[config.mk]
export PLATFORM = sky130hd
export DESIGN_NAME = terminal_line_editor_flat
export DESIGN_NICKNAME = d
export VERILOG_FILES = /design/src/tle_pkg.sv /design/src/tle_in_if.sv /design/src/tle_out_if.sv /design/src/terminal_line_editor.sv /design/src/tle_line_mem.sv /design/src/tle_seq.sv /design/src/flat_wrapper.sv
export SDC_FILE = /design/constraint.sdc
export NUM_CORES = 1
export LEC_CHECK = 0
export ABC_AREA = 0
export BUFFER_PORTS_ARGS = -buffer_cell sky130_fd_sc_hd__buf_2
export CORE_ASPECT_RATIO = 1.25
export CORE_UTILIZATION = 50
export CTS_CLUSTER_DIAMETER = 40
export DETAILED_ROUTE_END_ITERATION = 12
export GPL_ROUTABILITY_DRIVEN = 0
export GPL_TIMING_DRIVEN = 0
export PLACE_DENSITY = 0.66
export REMOVE_ABC_BUFFERS = 1
export SYNTH_ARGS = -nofsm -noshare
export SYNTH_HDL_FRONTEND = slang
export SYNTH_SLANG_ARGS = --single-unit
export TNS_END_PERCENT = 100
[constraint.sdc]
create_clock -name clk -period 10 [get_ports clk]
set_input_delay 2 -clock clk [delete_from_list [all_inputs] [get_ports clk]]
set_output_delay 2 -clock clk [all_outputs]
set_load 0.02 [all_outputs]
[src/tle_pkg.sv]
// ----------------------------------------------------------------------------
// tle_pkg
// Shared constants, codes, prompt text and the job descriptor for the
// terminal line editor.
// ----------------------------------------------------------------------------
package tle_pkg;

    localparam int LINE_DEPTH_DEF = 32;

    localparam int OP_W   = 2;
    localparam int CHAR_W = 8;
    localparam int IDX_W  = 5;
    localparam int KIND_W = 2;
    localparam int LEN_W  = 6;
    localparam int ACT_W  = 3;
    localparam int STEP_W = 3;

    localparam logic [OP_W-1:0] OP_CHAR    = 2'd0;
    localparam logic [OP_W-1:0] OP_DISTURB = 2'd1;
    localparam logic [OP_W-1:0] OP_READ    = 2'd2;

    localparam logic [KIND_W-1:0] KIND_ECHO  = 2'd0;
    localparam logic [KIND_W-1:0] KIND_READY = 2'd1;
    localparam logic [KIND_W-1:0] KIND_DATA  = 2'd2;
    localparam logic [KIND_W-1:0] KIND_EMPTY = 2'd3;

    localparam logic [ACT_W-1:0] ACT_NONE   = 3'd0;
    localparam logic [ACT_W-1:0] ACT_COMMIT = 3'd1;
    localparam logic [ACT_W-1:0] ACT_EMPTY  = 3'd2;
    localparam logic [ACT_W-1:0] ACT_ERASE  = 3'd3;
    localparam logic [ACT_W-1:0] ACT_PRINT  = 3'd4;
    localparam logic [ACT_W-1:0] ACT_READ   = 3'd5;

    localparam logic [CHAR_W-1:0] CH_CR     = 8'h0D;
    localparam logic [CHAR_W-1:0] CH_LF     = 8'h0A;
    localparam logic [CHAR_W-1:0] CH_BS     = 8'h08;
    localparam logic [CHAR_W-1:0] CH_DEL    = 8'h7F;
    localparam logic [CHAR_W-1:0] CH_ESC    = 8'h1B;
    localparam logic [CHAR_W-1:0] CH_XOFF   = 8'h13;
    localparam logic [CHAR_W-1:0] CH_XON    = 8'h11;
    localparam logic [CHAR_W-1:0] CH_LBRACK = 8'h5B;
    localparam logic [CHAR_W-1:0] CH_K      = 8'h4B;
    localparam logic [CHAR_W-1:0] CH_SPACE  = 8'h20;
    localparam logic [CHAR_W-1:0] CH_TILDE  = 8'h7E;

    localparam logic [STEP_W-1:0] PROMPT_LAST = 3'd5;

    typedef struct packed {
        logic              redraw;
        logic [ACT_W-1:0]  act;
        logic              sel;
        logic [LEN_W-1:0]  fill;
        logic [CHAR_W-1:0] chr;
        logic [IDX_W-1:0]  rd_idx;
        logic              rd_empty;
    } job_t;

    // "CLI > "
    function automatic logic [CHAR_W-1:0] prompt_char(input logic [STEP_W-1:0] pos);
        logic [CHAR_W-1:0] ch;
        case (pos)
            3'd0:    ch = 8'h43;
            3'd1:    ch = 8'h4C;
            3'd2:    ch = 8'h49;
            3'd3:    ch = CH_SPACE;
            3'd4:    ch = 8'h3E;
            default: ch = CH_SPACE;
        endcase
        return ch;
    endfunction

endpackage

[src/tle_in_if.sv]
// ----------------------------------------------------------------------------
// tle_in_if
// Input word channel: operation, received byte and read index.
// ----------------------------------------------------------------------------
interface tle_in_if;
    import tle_pkg::*;

    logic              valid;
    logic              ready;
    logic [OP_W-1:0]   operation;
    logic [CHAR_W-1:0] char_in;
    logic [IDX_W-1:0]  read_index;

    modport source (output valid, output operation, output char_in, output read_index,
                    input ready);
    modport sink   (input valid, input operation, input char_in, input read_index,
                    output ready);
endinterface

[src/tle_out_if.sv]
// ----------------------------------------------------------------------------
// tle_out_if
// Result word channel: echo bytes, ready notices and read data.
// ----------------------------------------------------------------------------
interface tle_out_if;
    import tle_pkg::*;

    logic              valid;
    logic              ready;
    logic [KIND_W-1:0] kind;
    logic [CHAR_W-1:0] byte_out;
    logic [LEN_W-1:0]  line_length;
    logic              trace_on;
    logic              last;

    modport source (output valid, output kind, output byte_out, output line_length,
                    output trace_on, output last, input ready);
    modport sink   (input valid, input kind, input byte_out, input line_length,
                    input trace_on, input last, output ready);
endinterface

[src/terminal_line_editor.sv]
// ----------------------------------------------------------------------------
// terminal_line_editor
// Command line editor over two line buffers: edits, echoes, redraws the
// prompt and pending text, commits lines and serves reads of the ready line.
//
//   channel  dir  words
//   item     in   operation, char_in, read_index
//   result   out  kind, byte_out, line_length, trace_on, last
//
// One item at a time. An item is accepted, then its result words follow: up to
// 1 + 6 + (LINE_DEPTH-1) redraw words and up to 7 action words, paced by the
// result sequencer. Line bytes are read from the line store one per cycle while
// the result channel does not stall, with the address presented the cycle before
// the byte is used. Items with no result leave item ready high. Reset is
// asynchronous; the line store is not cleared. Result stalls hold the sequencer;
// item ready is low until the last word is registered.
module terminal_line_editor #(
    parameter int LINE_DEPTH = tle_pkg::LINE_DEPTH_DEF
) (
    input  logic      clk,
    input  logic      rst_n,
    tle_in_if.sink    item,
    tle_out_if.source result
);
    import tle_pkg::*;

    localparam int FW = $clog2(LINE_DEPTH + 1);
    localparam int AW = $clog2(2 * LINE_DEPTH);

    logic [FW-1:0] fill_act_reg, fill_act_next;
    logic [FW-1:0] fill_rdy_reg, fill_rdy_next;
    logic          active_reg, active_next;
    logic          ready_valid_reg, ready_valid_next;
    logic          redraw_reg, redraw_next;
    logic          trace_reg, trace_next;

    logic              fire;
    logic              seq_idle;
    logic              forced;
    logic              do_redraw;
    logic [CHAR_W-1:0] ce;
    logic [ACT_W-1:0]  act;
    logic              wr_en;
    logic [CHAR_W-1:0] wr_data;
    logic [AW-1:0]     wr_addr;
    logic [AW-1:0]     seq_rd_addr;
    logic [AW-1:0]     rd_addr;
    logic [CHAR_W-1:0] rd_data;
    job_t              job;

    assign item.ready = seq_idle;
    assign fire       = item.valid && item.ready;

    assign forced    = fill_act_reg >= FW'(LINE_DEPTH - 1);
    assign ce        = forced ? CH_CR : item.char_in;
    assign do_redraw = (item.operation == OP_CHAR) && redraw_reg && (item.char_in != CH_CR);

    always_comb
    begin
        fill_act_next    = fill_act_reg;
        fill_rdy_next    = fill_rdy_reg;
        active_next      = active_reg;
        ready_valid_next = ready_valid_reg;
        redraw_next      = redraw_reg;
        trace_next       = trace_reg;
        act              = ACT_NONE;
        wr_en            = 1'b0;
        wr_data          = ce;
        case (item.operation)
            OP_CHAR:
            begin
                redraw_next = redraw_reg && !do_redraw;
                if (ce == CH_CR)
                begin
                    if (fill_act_reg != '0)
                    begin
                        act              = ACT_COMMIT;
                        wr_en            = 1'b1;
                        wr_data          = CH_LF;
                        fill_rdy_next    = fill_act_reg + FW'(1);
                        fill_act_next    = '0;
                        active_next      = !active_reg;
                        ready_valid_next = 1'b1;
                    end
                    else
                    begin
                        act = ACT_EMPTY;
                    end
                end
                else if (ce == CH_ESC)
                begin
                    act = ACT_NONE;
                end
                else if (ce == CH_XOFF)
                begin
                    trace_next = 1'b0;
                end
                else if (ce == CH_XON)
                begin
                    trace_next = 1'b1;
                end
                else if ((ce == CH_BS) || (ce == CH_DEL))
                begin
                    act = ACT_ERASE;
                    if (fill_act_reg != '0)
                    begin
                        fill_act_next = fill_act_reg - FW'(1);
                    end
                end
                else if ((ce < CH_SPACE) || (ce > CH_TILDE))
                begin
                    act = ACT_NONE;
                end
                else
                begin
                    act           = ACT_PRINT;
                    wr_en         = 1'b1;
                    fill_act_next = fill_act_reg + FW'(1);
                end
            end
            OP_DISTURB:
            begin
                redraw_next = 1'b1;
            end
            OP_READ:
            begin
                act = ACT_READ;
            end
            default:
            begin
                act = ACT_NONE;
            end
        endcase
    end

    assign job.redraw   = do_redraw;
    assign job.act      = act;
    assign job.sel      = (item.operation == OP_READ) ? !active_reg : active_reg;
    assign job.fill     = LEN_W'(fill_act_reg);
    assign job.chr      = ce;
    assign job.rd_idx   = item.read_index;
    assign job.rd_empty = !ready_valid_reg
                          || (LEN_W'(item.read_index) >= LEN_W'(fill_rdy_reg));

    assign wr_addr = (active_reg ? AW'(LINE_DEPTH) : '0) + AW'(fill_act_reg);
    assign rd_addr = fire ? ((active_reg ? '0 : AW'(LINE_DEPTH)) + AW'(item.read_index))
                          : seq_rd_addr;

    always_ff @(posedge clk or negedge rst_n)
    begin
        if (!rst_n)
        begin
            fill_act_reg    <= '0;
            fill_rdy_reg    <= '0;
            active_reg      <= 1'b0;
            ready_valid_reg <= 1'b0;
            redraw_reg      <= 1'b1;
            trace_reg       <= 1'b1;
        end
        else if (fire)
        begin
            fill_act_reg    <= fill_act_next;
            fill_rdy_reg    <= fill_rdy_next;
            active_reg      <= active_next;
            ready_valid_reg <= ready_valid_next;
            redraw_reg      <= redraw_next;
            trace_reg       <= trace_next;
        end
    end

    tle_line_mem #(
        .DEPTH (2 * LINE_DEPTH),
        .AW    (AW)
    ) u_mem (
        .clk     (clk),
        .wr_en   (fire && wr_en),
        .wr_addr (wr_addr),
        .wr_data (wr_data),
        .rd_addr (rd_addr),
        .rd_data (rd_data)
    );

    tle_seq #(
        .LINE_DEPTH (LINE_DEPTH),
        .AW         (AW)
    ) u_seq (
        .clk     (clk),
        .rst_n   (rst_n),
        .start   (fire),
        .job     (job),
        .trace   (trace_reg),
        .idle    (seq_idle),
        .rd_addr (seq_rd_addr),
        .rd_data (rd_data),
        .result  (result)
    );

    a_fill_bound: assert property (@(posedge clk) disable iff (!rst_n)
        fill_act_reg <= FW'(LINE_DEPTH - 1))
        else $error("active fill beyond line depth");

    a_ready_len: assert property (@(posedge clk) disable iff (!rst_n)
        ready_valid_reg |-> (fill_rdy_reg >= FW'(2)))
        else $error("ready line shorter than one byte plus newline");

    a_commit: assert property (@(posedge clk) disable iff (!rst_n)
        (fire && (act == ACT_COMMIT)) |=>
            (ready_valid_reg && (fill_act_reg == '0) && (active_reg != $past(active_reg))))
        else $error("commit did not swap buffers");

    a_busy: assert property (@(posedge clk) disable iff (!rst_n)
        (fire && ((act != ACT_NONE) || do_redraw)) |=> !item.ready)
        else $error("item taken while results pending");

endmodule

[src/tle_line_mem.sv]
// ----------------------------------------------------------------------------
// tle_line_mem
// Line store for both buffers: one write port, one read port, registered
// read data.
// ----------------------------------------------------------------------------
module tle_line_mem #(
    parameter int DEPTH = 2 * tle_pkg::LINE_DEPTH_DEF,
    parameter int AW    = $clog2(DEPTH)
) (
    input  logic                      clk,
    input  logic                      wr_en,
    input  logic [AW-1:0]             wr_addr,
    input  logic [tle_pkg::CHAR_W-1:0] wr_data,
    input  logic [AW-1:0]             rd_addr,
    output logic [tle_pkg::CHAR_W-1:0] rd_data
);
    import tle_pkg::*;

    logic [CHAR_W-1:0] mem [DEPTH];

    always_ff @(posedge clk)
    begin
        if (wr_en)
        begin
            mem[wr_addr] <= wr_data;
        end
    end

    always_ff @(posedge clk)
    begin
        rd_data <= mem[rd_addr];
    end

endmodule

[src/tle_seq.sv]
// ----------------------------------------------------------------------------
// tle_seq
// Result sequencer: walks the redraw (CR, prompt, pending bytes) and the
// action words of one job, reading line bytes from the store, into an
// output register.
// ----------------------------------------------------------------------------
module tle_seq #(
    parameter int LINE_DEPTH = tle_pkg::LINE_DEPTH_DEF,
    parameter int AW         = $clog2(2 * LINE_DEPTH)
) (
    input  logic                       clk,
    input  logic                       rst_n,
    input  logic                       start,
    input  tle_pkg::job_t              job,
    input  logic                       trace,
    output logic                       idle,
    output logic [AW-1:0]              rd_addr,
    input  logic [tle_pkg::CHAR_W-1:0] rd_data,
    tle_out_if.source                  result
);
    import tle_pkg::*;

    localparam int IW = $clog2(LINE_DEPTH);

    localparam logic [2:0] SQ_IDLE   = 3'd0;
    localparam logic [2:0] SQ_RCR    = 3'd1;
    localparam logic [2:0] SQ_PROMPT = 3'd2;
    localparam logic [2:0] SQ_LINE   = 3'd3;
    localparam logic [2:0] SQ_ACT    = 3'd4;

    logic [2:0]        state_reg, state_next;
    logic [STEP_W-1:0] step_reg, step_next;
    logic [IW-1:0]     idx_reg, idx_next;
    job_t              job_reg;

    logic              out_valid_reg;
    logic [KIND_W-1:0] kind_reg;
    logic [CHAR_W-1:0] byte_reg;
    logic [LEN_W-1:0]  len_reg;
    logic              trace_reg;
    logic              last_reg;

    logic              emit;
    logic              redraw_end;
    logic [2:0]        act_entry;
    logic [KIND_W-1:0] cur_kind;
    logic [CHAR_W-1:0] cur_byte;
    logic [LEN_W-1:0]  cur_len;
    logic              cur_last;
    logic [AW-1:0]     rd_base;

    assign idle = (state_reg == SQ_IDLE);
    assign emit = !idle && (!out_valid_reg || result.ready);
    assign act_entry = (job_reg.act == ACT_NONE) ? SQ_IDLE : SQ_ACT;

    always_comb
    begin
        cur_kind   = KIND_ECHO;
        cur_byte   = '0;
        cur_len    = '0;
        cur_last   = 1'b0;
        redraw_end = 1'b0;
        case (state_reg)
            SQ_RCR:
            begin
                cur_byte = CH_CR;
            end
            SQ_PROMPT:
            begin
                cur_byte   = prompt_char(step_reg);
                redraw_end = (step_reg == PROMPT_LAST) && (job_reg.fill == '0);
            end
            SQ_LINE:
            begin
                cur_byte   = rd_data;
                redraw_end = (LEN_W'(idx_reg) + LEN_W'(1)) == job_reg.fill;
            end
            SQ_ACT:
            begin
                case (job_reg.act)
                    ACT_COMMIT:
                    begin
                        if (step_reg == '0)
                        begin
                            cur_byte = CH_CR;
                        end
                        else
                        begin
                            cur_kind = KIND_READY;
                            cur_len  = job_reg.fill + LEN_W'(1);
                            cur_last = 1'b1;
                        end
                    end
                    ACT_EMPTY:
                    begin
                        cur_byte = (step_reg == '0) ? CH_LF : prompt_char(step_reg - 3'd1);
                        cur_last = (step_reg == PROMPT_LAST + 3'd1);
                    end
                    ACT_ERASE:
                    begin
                        case (step_reg)
                            3'd0:    cur_byte = CH_BS;
                            3'd1:    cur_byte = CH_ESC;
                            3'd2:    cur_byte = CH_LBRACK;
                            default: cur_byte = CH_K;
                        endcase
                        cur_last = (step_reg == 3'd3);
                    end
                    ACT_PRINT:
                    begin
                        cur_byte = job_reg.chr;
                        cur_last = 1'b1;
                    end
                    ACT_READ:
                    begin
                        cur_kind = job_reg.rd_empty ? KIND_EMPTY : KIND_DATA;
                        cur_byte = job_reg.rd_empty ? '0 : rd_data;
                        cur_last = 1'b1;
                    end
                    default:
                    begin
                        cur_last = 1'b1;
                    end
                endcase
            end
            default:
            begin
                cur_last = 1'b0;
            end
        endcase
        if (redraw_end && (job_reg.act == ACT_NONE))
        begin
            cur_last = 1'b1;
        end
    end

    always_comb
    begin
        state_next = state_reg;
        step_next  = step_reg;
        idx_next   = idx_reg;
        if (emit)
        begin
            case (state_reg)
                SQ_RCR:
                begin
                    state_next = SQ_PROMPT;
                    step_next  = '0;
                end
                SQ_PROMPT:
                begin
                    if (step_reg == PROMPT_LAST)
                    begin
                        state_next = redraw_end ? act_entry : SQ_LINE;
                        step_next  = '0;
                    end
                    else
                    begin
                        step_next = step_reg + 3'd1;
                    end
                end
                SQ_LINE:
                begin
                    if (redraw_end)
                    begin
                        state_next = act_entry;
                        step_next  = '0;
                    end
                    else
                    begin
                        idx_next = idx_reg + IW'(1);
                    end
                end
                SQ_ACT:
                begin
                    if (cur_last)
                    begin
                        state_next = SQ_IDLE;
                    end
                    else
                    begin
                        step_next = step_reg + 3'd1;
                    end
                end
                default:
                begin
                    state_next = SQ_IDLE;
                end
            endcase
        end
        if (start)
        begin
            step_next = '0;
            idx_next  = '0;
            if (job.redraw)
            begin
                state_next = SQ_RCR;
            end
            else
            begin
                state_next = (job.act == ACT_NONE) ? SQ_IDLE : SQ_ACT;
            end
        end
    end

    // address for the word needed next cycle
    assign rd_base = job_reg.sel ? AW'(LINE_DEPTH) : '0;
    assign rd_addr = rd_base + ((job_reg.act == ACT_READ) ? AW'(job_reg.rd_idx)
                                                          : AW'(idx_next));

    always_ff @(posedge clk or negedge rst_n)
    begin
        if (!rst_n)
        begin
            state_reg     <= SQ_IDLE;
            step_reg      <= '0;
            idx_reg       <= '0;
            out_valid_reg <= 1'b0;
        end
        else
        begin
            state_reg <= state_next;
            step_reg  <= step_next;
            idx_reg   <= idx_next;
            if (emit)
            begin
                out_valid_reg <= 1'b1;
            end
            else if (result.ready)
            begin
                out_valid_reg <= 1'b0;
            end
        end
    end

    always_ff @(posedge clk)
    begin
        if (start)
        begin
            job_reg <= job;
        end
        if (emit)
        begin
            kind_reg  <= cur_kind;
            byte_reg  <= cur_byte;
            len_reg   <= cur_len;
            trace_reg <= trace;
            last_reg  <= cur_last;
        end
    end

    assign result.valid       = out_valid_reg;
    assign result.kind        = kind_reg;
    assign result.byte_out    = byte_reg;
    assign result.line_length = len_reg;
    assign result.trace_on    = trace_reg;
    assign result.last        = last_reg;

endmodule

[src/flat_wrapper.sv]
// flat-port wrapper written by rule: the top's interface ports become plain ports
module terminal_line_editor_flat import tle_pkg::*;
#(
    parameter int LINE_DEPTH = tle_pkg::LINE_DEPTH_DEF
)
  (clk, rst_n, item_valid, item_operation, item_char_in, item_read_index, item_ready, result_valid, result_kind, result_byte_out, result_line_length, result_trace_on, result_last, result_ready);
  tle_in_if item_i ();
  tle_out_if result_i ();
  input  logic clk;
  input  logic rst_n;
  input wire logic [$bits(item_i.valid)-1:0] item_valid;
  input wire logic [$bits(item_i.operation)-1:0] item_operation;
  input wire logic [$bits(item_i.char_in)-1:0] item_char_in;
  input wire logic [$bits(item_i.read_index)-1:0] item_read_index;
  output wire logic [$bits(item_i.ready)-1:0] item_ready;
  output wire logic [$bits(result_i.valid)-1:0] result_valid;
  output wire logic [$bits(result_i.kind)-1:0] result_kind;
  output wire logic [$bits(result_i.byte_out)-1:0] result_byte_out;
  output wire logic [$bits(result_i.line_length)-1:0] result_line_length;
  output wire logic [$bits(result_i.trace_on)-1:0] result_trace_on;
  output wire logic [$bits(result_i.last)-1:0] result_last;
  input wire logic [$bits(result_i.ready)-1:0] result_ready;
  assign item_i.valid = item_valid;
  assign item_i.operation = item_operation;
  assign item_i.char_in = item_char_in;
  assign item_i.read_index = item_read_index;
  assign item_ready = item_i.ready;
  assign result_valid = result_i.valid;
  assign result_kind = result_i.kind;
  assign result_byte_out = result_i.byte_out;
  assign result_line_length = result_i.line_length;
  assign result_trace_on = result_i.trace_on;
  assign result_last = result_i.last;
  assign result_i.ready = result_ready;
  terminal_line_editor #(.LINE_DEPTH(LINE_DEPTH)) u_core (.clk(clk), .rst_n(rst_n), .item(item_i), .result(result_i));
endmodule
# --- After elaboration in Yosys (flattened, before gate mapping) ---
# Memories as Yosys holds them, arrays and structs flattened. A register that Yosys moved wholly into a read port is not among the register bits.
# Index checks and enable logic that the tools add are counted.
totals:
  mem_bits_rw: 512
  wordCells: 192
  inputBits: 19
  out_inout_bits: 20
  ff_bits: 70
  memories: 1
classes:
  eq_ne: 38
  bitwise: 4
  n_addsub: 10
  magnitude_cmp: 4
  n_reduce_logical: 37
  n_mux: 77
memory_table:
  columns: ["memory", "depth", "width", "rd", "rd_clocked_by_memory_dff", "wr", "line", "rtl"]
  rows:
  - ["u_core.u_mem.mem", 64, 8, 1, 1, 1, "tle_line_mem.sv:19", "logic [CHAR_W-1:0] mem [DEPTH];"]
ops:
  columns: ["cell", "n"]
  rows:
  - ["2-to-1 mux 6 bit", 12]
  - ["2-to-1 mux 3 bit", 20]
  - ["case mux 7 bit (4 select lines)", 2]
  - ["2-to-1 mux 8 bit", 6]
  - ["case mux 8 bit (5 select lines)", 1]
  - ["case mux 8 bit (4 select lines)", 1]
  - ["2-to-1 mux 5 bit", 5]
  - ["equality test 8 x 5 -> 1 bit (second input constant)", 3]
  - ["case mux 3 bit (4 select lines)", 2]
  - ["equality test 3 x 2 -> 1 bit (second input constant)", 7]
  - ["equality test 3 bit (second input constant)", 7]
  - ["case mux 7 bit (3 select lines)", 1]
  - ["2-to-1 mux 1 bit", 20]
  - ["equality test 8 x 4 -> 1 bit (second input constant)", 2]
  - ["zero test 3 bit", 5]
  - ["adder 6 x 1 -> 6 bit (second input constant)", 2]
  - ["adder 6 x 5 -> 6 bit", 2]
  - ["equality test 3 x 1 -> 1 bit (second input constant)", 4]
  - ["!= test 3 x 2 -> 1 bit (second input constant)", 4]
  - ["AND reduction 4 bit", 3]
  - ["equality test 8 x 7 -> 1 bit (second input constant)", 1]
  - ["greater-than comparator 8 x 7 -> 1 bit (second input constant)", 1]
  - ["logical AND 1 bit", 8]
  - ["less-than comparator 8 x 6 -> 1 bit (second input constant)", 1]
  - ["33 further kinds", 50]

# --- Depth between registers and ports, before layout ---
depth:
  ltp_word: 15
  mapped_depth: 18
  ltp_nobuf: 12

# --- Hierarchy ---
# Synthesis repeated with hierarchy kept, for this count alone.
unflattened:
  cells_unflattened: 1411
  area_unflattened_um2: 24711.2
modules_own_cells:
  columns: ["module", "n_inst", "cells_per_inst", "seq_area_each_um2", "area_per_inst_um2"]
  rows:
  - ["tle_line_mem", 1, 940, 15534.9, 20160.6]
  - ["tle_seq", 1, 303, 1561.5, 3096.7]
  - ["terminal_line_editor", 1, 168, 402.9, 1453.9]

# --- Worst setup path after synthesis ---
# Ideal clock, no wire load.
synth_path:
  kind: "input to register"
  start: "input item_char_in[6]"
  end: "memory u_core.u_mem.mem[30][0], enable pin"
  required_time_ns: 9.630
  t_arrival_ns: 4.666
  slack_ns: 4.963
  stages: 9
  setup_time_ns: 0.370
  cell_sequence: "or3_1 or3_1 or2_2 nand2_1 nand2_1 a2111oi_0 and2_1 nand3_1 nor2_1"
synth_via:
  elab_chain_cells: 13
  word_cells_on_any_way: 21
  cone_classes: "order compare: 2; eq/ne: 6; mux: 10; reduce/logical: 3"
synth_lines:
  columns: ["element", "line", "rtl"]
  rows:
  - ["start: declaration", "flat_wrapper.sv:13", "input wire logic [$bits(item_i.char_in)-1:0] item_char_in;"]
  - ["2-to-1 mux 8 bit *", "terminal_line_editor.sv:55", "assign ce = forced ? CH_CR : item.char_in;"]
  - ["less-than comparator 8 x 6 -> 1 bit / greater-than comparator 8 x 7 -> 1 bit (equally long branches)", "terminal_line_editor.sv:110", "else if ((ce < CH_SPACE) || (ce > CH_TILDE))"]
  - ["logical OR 1 bit", "terminal_line_editor.sv:110", null]
  - ["2-to-1 mux 1 bit", "terminal_line_editor.sv:110", null]
  - ["2-to-1 mux 1 bit", "terminal_line_editor.sv:102", "else if ((ce == CH_BS) || (ce == CH_DEL))"]
  - ["2-to-1 mux 1 bit", "terminal_line_editor.sv:98", "else if (ce == CH_XON)"]
  - ["2-to-1 mux 1 bit", "terminal_line_editor.sv:94", "else if (ce == CH_XOFF)"]
  - ["2-to-1 mux 1 bit", "terminal_line_editor.sv:90", "else if (ce == CH_ESC)"]
  - ["2-to-1 mux 1 bit *", "terminal_line_editor.sv:73", "if (ce == CH_CR)"]
  - ["2-to-1 mux 1 bit *", "terminal_line_editor.sv:69", "case (item.operation)"]
  - ["logical AND 1 bit *", "terminal_line_editor.sv:176", ".wr_en (fire && wr_en),"]
  - ["2-to-1 mux 1 bit *", "tle_line_mem.sv:23", "if (wr_en)"]
  - ["2-to-1 mux 1 bit (implied by the code) *", "tle_line_mem.sv:25", "mem[wr_addr] <= wr_data;"]
  - ["end: declaration", "tle_line_mem.sv:19", null]
# Every way passes the cells marked *; elsewhere a longest branch is shown, timed or not.

# --- Worst setup path after layout ---
layout_path:
  start: "input item_valid"
  end: "register u_core.u_mem.rd_data[1] in the netlist's numbering (read register of u_core.u_mem.mem)"
layout_via:
  elab_chain_cells: 5
layout_lines:
  columns: ["element", "line", "rtl"]
  rows:
  - ["start: declaration", "flat_wrapper.sv:11", "input wire logic [$bits(item_i.valid)-1:0] item_valid;"]
  - ["logical AND 1 bit *", "terminal_line_editor.sv:52", "assign fire = item.valid && item.ready;"]
  - ["2-to-1 mux 5 bit", "tle_seq.sv:191", "if (start)"]
  - ["2-to-1 mux 5 bit", "tle_seq.sv:208", "assign rd_addr = rd_base + ((job_reg.act == ACT_READ) ? AW'(job_reg.rd_idx)"]
  - ["adder 6 x 5 -> 6 bit", "tle_seq.sv:208", null]
  - ["2-to-1 mux 6 bit *", "terminal_line_editor.sv:146", "assign rd_addr = fire ? ((active_reg ? '0 : AW'(LINE_DEPTH)) + AW'(item.read_index))"]
  - ["end: declaration", "tle_line_mem.sv:15", "output logic [tle_pkg::CHAR_W-1:0] rd_data"]
# Marks and branches as above.
# A chain may end at the register's enable or synchronous reset.

==> metrics.txt <==
top cells by count, synth=edfxtp_1, nand2_1, mux2i_1, nor2_1, nand3_1; NumNets Final=1,920; Synth cell types=87; via/cell ratio=a little under 6; buffer and inverter count on the worst path=6; diodes inserted=0; Max-Cap Viols=0; CP max stage delay=between 0.7 and 0.8 ns; CP dominant cell by count=buf_16; Worst path top cell family by delay=buffers and inverters; uppermost routed layer=met4; Peak supply drop=0.000140 V; Setup WS post-layout=~3.5 ns; number of antenna-violating nets in the routed design=0; synth top area cells=edfxtp_1, mux2i_1, nand2_1; normalized max-slew margin=a little under a tenth; global-route wire length before repair=between 90,000 and 100,000 um; Sinks on Clock Net=590; Required @ worst endpoint=10.45 ns; post-cts gate resize count=0; critical path type=in2reg; yosys warns=0; total CTS buffers=67; Simple-Gate Fraction of Synth Area=about 13%; overall power=7010 uW; pwr dens=248 nW/um^2; total grt overflow=0; Die Y=253 um; Reg clk slew, reported paths=0.06 ns; crit-path max FO=between 60 and 70; Crit-path slowest cell=a211o_4; Pleak=0.00961 uW; placement row count=between 90 and 100; EDFF count, synth=about 550; die width=~200 um; post-CTS setup buffers=0; Port Buffer Count=38; Mapped Avg Cell Area=13.7 um^2; crit end category=flop; count leader, synth=edfxtp_1; Synth top area share=66.0%; Adder-Cell Fraction of Synth Area=0.893%; CTS max path bufs=3; met2 WL=between 30,000 and 40,000 um; Worst Skew=between 0.02 and 0.025 ns; Synth async-reset ratio=4.75%; Syn Inst Count=1,844; hold-fix buffer count after cts=0; worst-margin pin slew=1.35 ns; final instance area=28,300 um^2; Placement Cell Area=26,100 um^2; XOR/XNOR Fraction of Synth Area=0.868%; M1 WL=23,200 um; layout cells sized above 1=11.7%; mux cell area share after synthesis=7.33%; htree depth=3; DR pass1 iterations=8; WL met3=a little over 4000 um; Clock Root Buffer=clkbuf_16; status=finished clean; FF+latch count, synth=590; setup violators final=0; routed wire length=60,300 um; post-synthesis compound-gate area fraction=6.08%; Final Max Tran Viols=0; Post-Syn Area=25,200 um^2; sequential area share after synthesis=69.4%; Final Cycle Share=65.4%; post-route DRC violation count=0; IO Count=39; Top FF cell, synth=edfxtp_1; worst-path cell chain=buf_2, nand2_2, inv_1, buf_16, nor2_2, nand2_1, a211oi_2, a211o_4, buf_16, buf_16, buf_12, mux2i_1, mux2_2, o221ai_1, nor4_1, nor4_1; Total GRT Usage=about a quarter; WP data arrival=about 7.0 ns; vias in the first global route=15,200; Core ar.=49,500 um^2; CTS tree=yes; clock latency on the worst-skew pair=about 0.60 ns; post-DP HPWL=39,700 um; Starting Density=between 50% and 60%; RSZ-0062 raised after global routing=false; full die area=51,300 um^2; main combinational cell family by area after synthesis=simple AND/OR/NAND/NOR gates; Avg WL per Cell=~23 um; worst hold path type=reg2reg; DR vias=15,300; Hold Vio Cnt, Final=0; number of fillers in the final layout=3,888; Place WS=2.86 ns; fmax=153 MHz; Iter 0 DRT Violations=1,708; Final min period=6.54 ns; Largest register FFs=512; cell taking the most area after synthesis=edfxtp_1; CP startpoint kind=primary input; largest net degree at the start of global routing=65; Area growth syn-to-layout=12.2%; initial antenna violation count=0
[final cells by class]
class                   count  area (um^2)  share of cell area [%]
flip-flops and latches    590        17500                    61.8
multi-input cells        1137         7110                    25.1
clock buffers              83         1820                    6.44
well taps                 651          815                    2.88
repair buffers             61          628                    2.22
clock inverters            37          333                    1.18
inverters                  26         97.6                   0.345
[stage by stage]
stage / utilization [%] / hold WS (ns) / setup TNS (ns) / instances
6_report: 57.1 / 0.464 / 0 / 2585
4_1_cts: 57.1 / 0.464 / 0 / 2585
2_1_floorplan: - / 0.427 / -2.54 / 1753
3_3_place_gp: 51.8 / 0.443 / -35.42 / 2442
3_5_place_dp: 52.8 / 0.446 / 0 / 2465
5_1_grt: 57.1 / 0.494 / 0 / 2585
[cells by family after synthesis]
family / Yosys count
buf+inv: 117
simple gates: 694
mux: 182
flops: 590
xor+xnor: 25
compound gates: 218
fa+ha+maj: 18
[power by group]
part	leakage, uW	total, uW	internal [uW]	switching (uW)
Clock	0.00105	2390	1390	991
Sequential	0.00543	2900	2810	95.7
Combinational	0.00313	1720	591	1130
[placed cells by master (no fill, tap or decap), types with 12 or more instances in the layout]
cell type / count
nor4_1: 23
clkbuf_16: 71
o22ai_1: 29
nand3_1: 87
edfxtp_1: 554
o221ai_1: 15
xnor2_1: 16
inv_1: 26
nand2b_1: 13
nor3_1: 24
o21ai_0: 27
a21oi_1: 59
mux2_2: 18
dfrtp_1: 26
ha_1: 18
nor2_1: 124
and3_1: 32
nand2_1: 307
buf_2: 38
mux2i_1: 163
clkbuf_1: 12
[worst paths after layout]
check,slack (ns),depth (start not counted),to,startpoint
min in group asynchronous,1.47,1,u_core.fill_act_reg[1],rst_n
setup / recovery,3.46,16,u_core.u_mem.rd_data[1],item_valid
hold reg to reg,0.46,1,u_core.ready_valid_reg,u_core.ready_valid_reg
setup reg to reg,4.08,15,u_core.u_mem.rd_data[1],u_core.u_seq.state_reg[2]
max in group asynchronous,8.05,1,u_core.u_seq.idx_reg[3],rst_n
hold / removal,0.46,1,u_core.ready_valid_reg,u_core.ready_valid_reg
[metal layers]
| layer | up-vias | GRT usage [%] |
|---|---|---|
| li1 | 7016 | - |
| met4 | 0 | 11.8 |
| met1 | 7479 | 29.5 |
| met3 | 138 | 3.76 |
| met2 | 638 | 41.7 |
| met5 | - | 0 |
No activity file was read; power rests on OpenSTA's default activity.
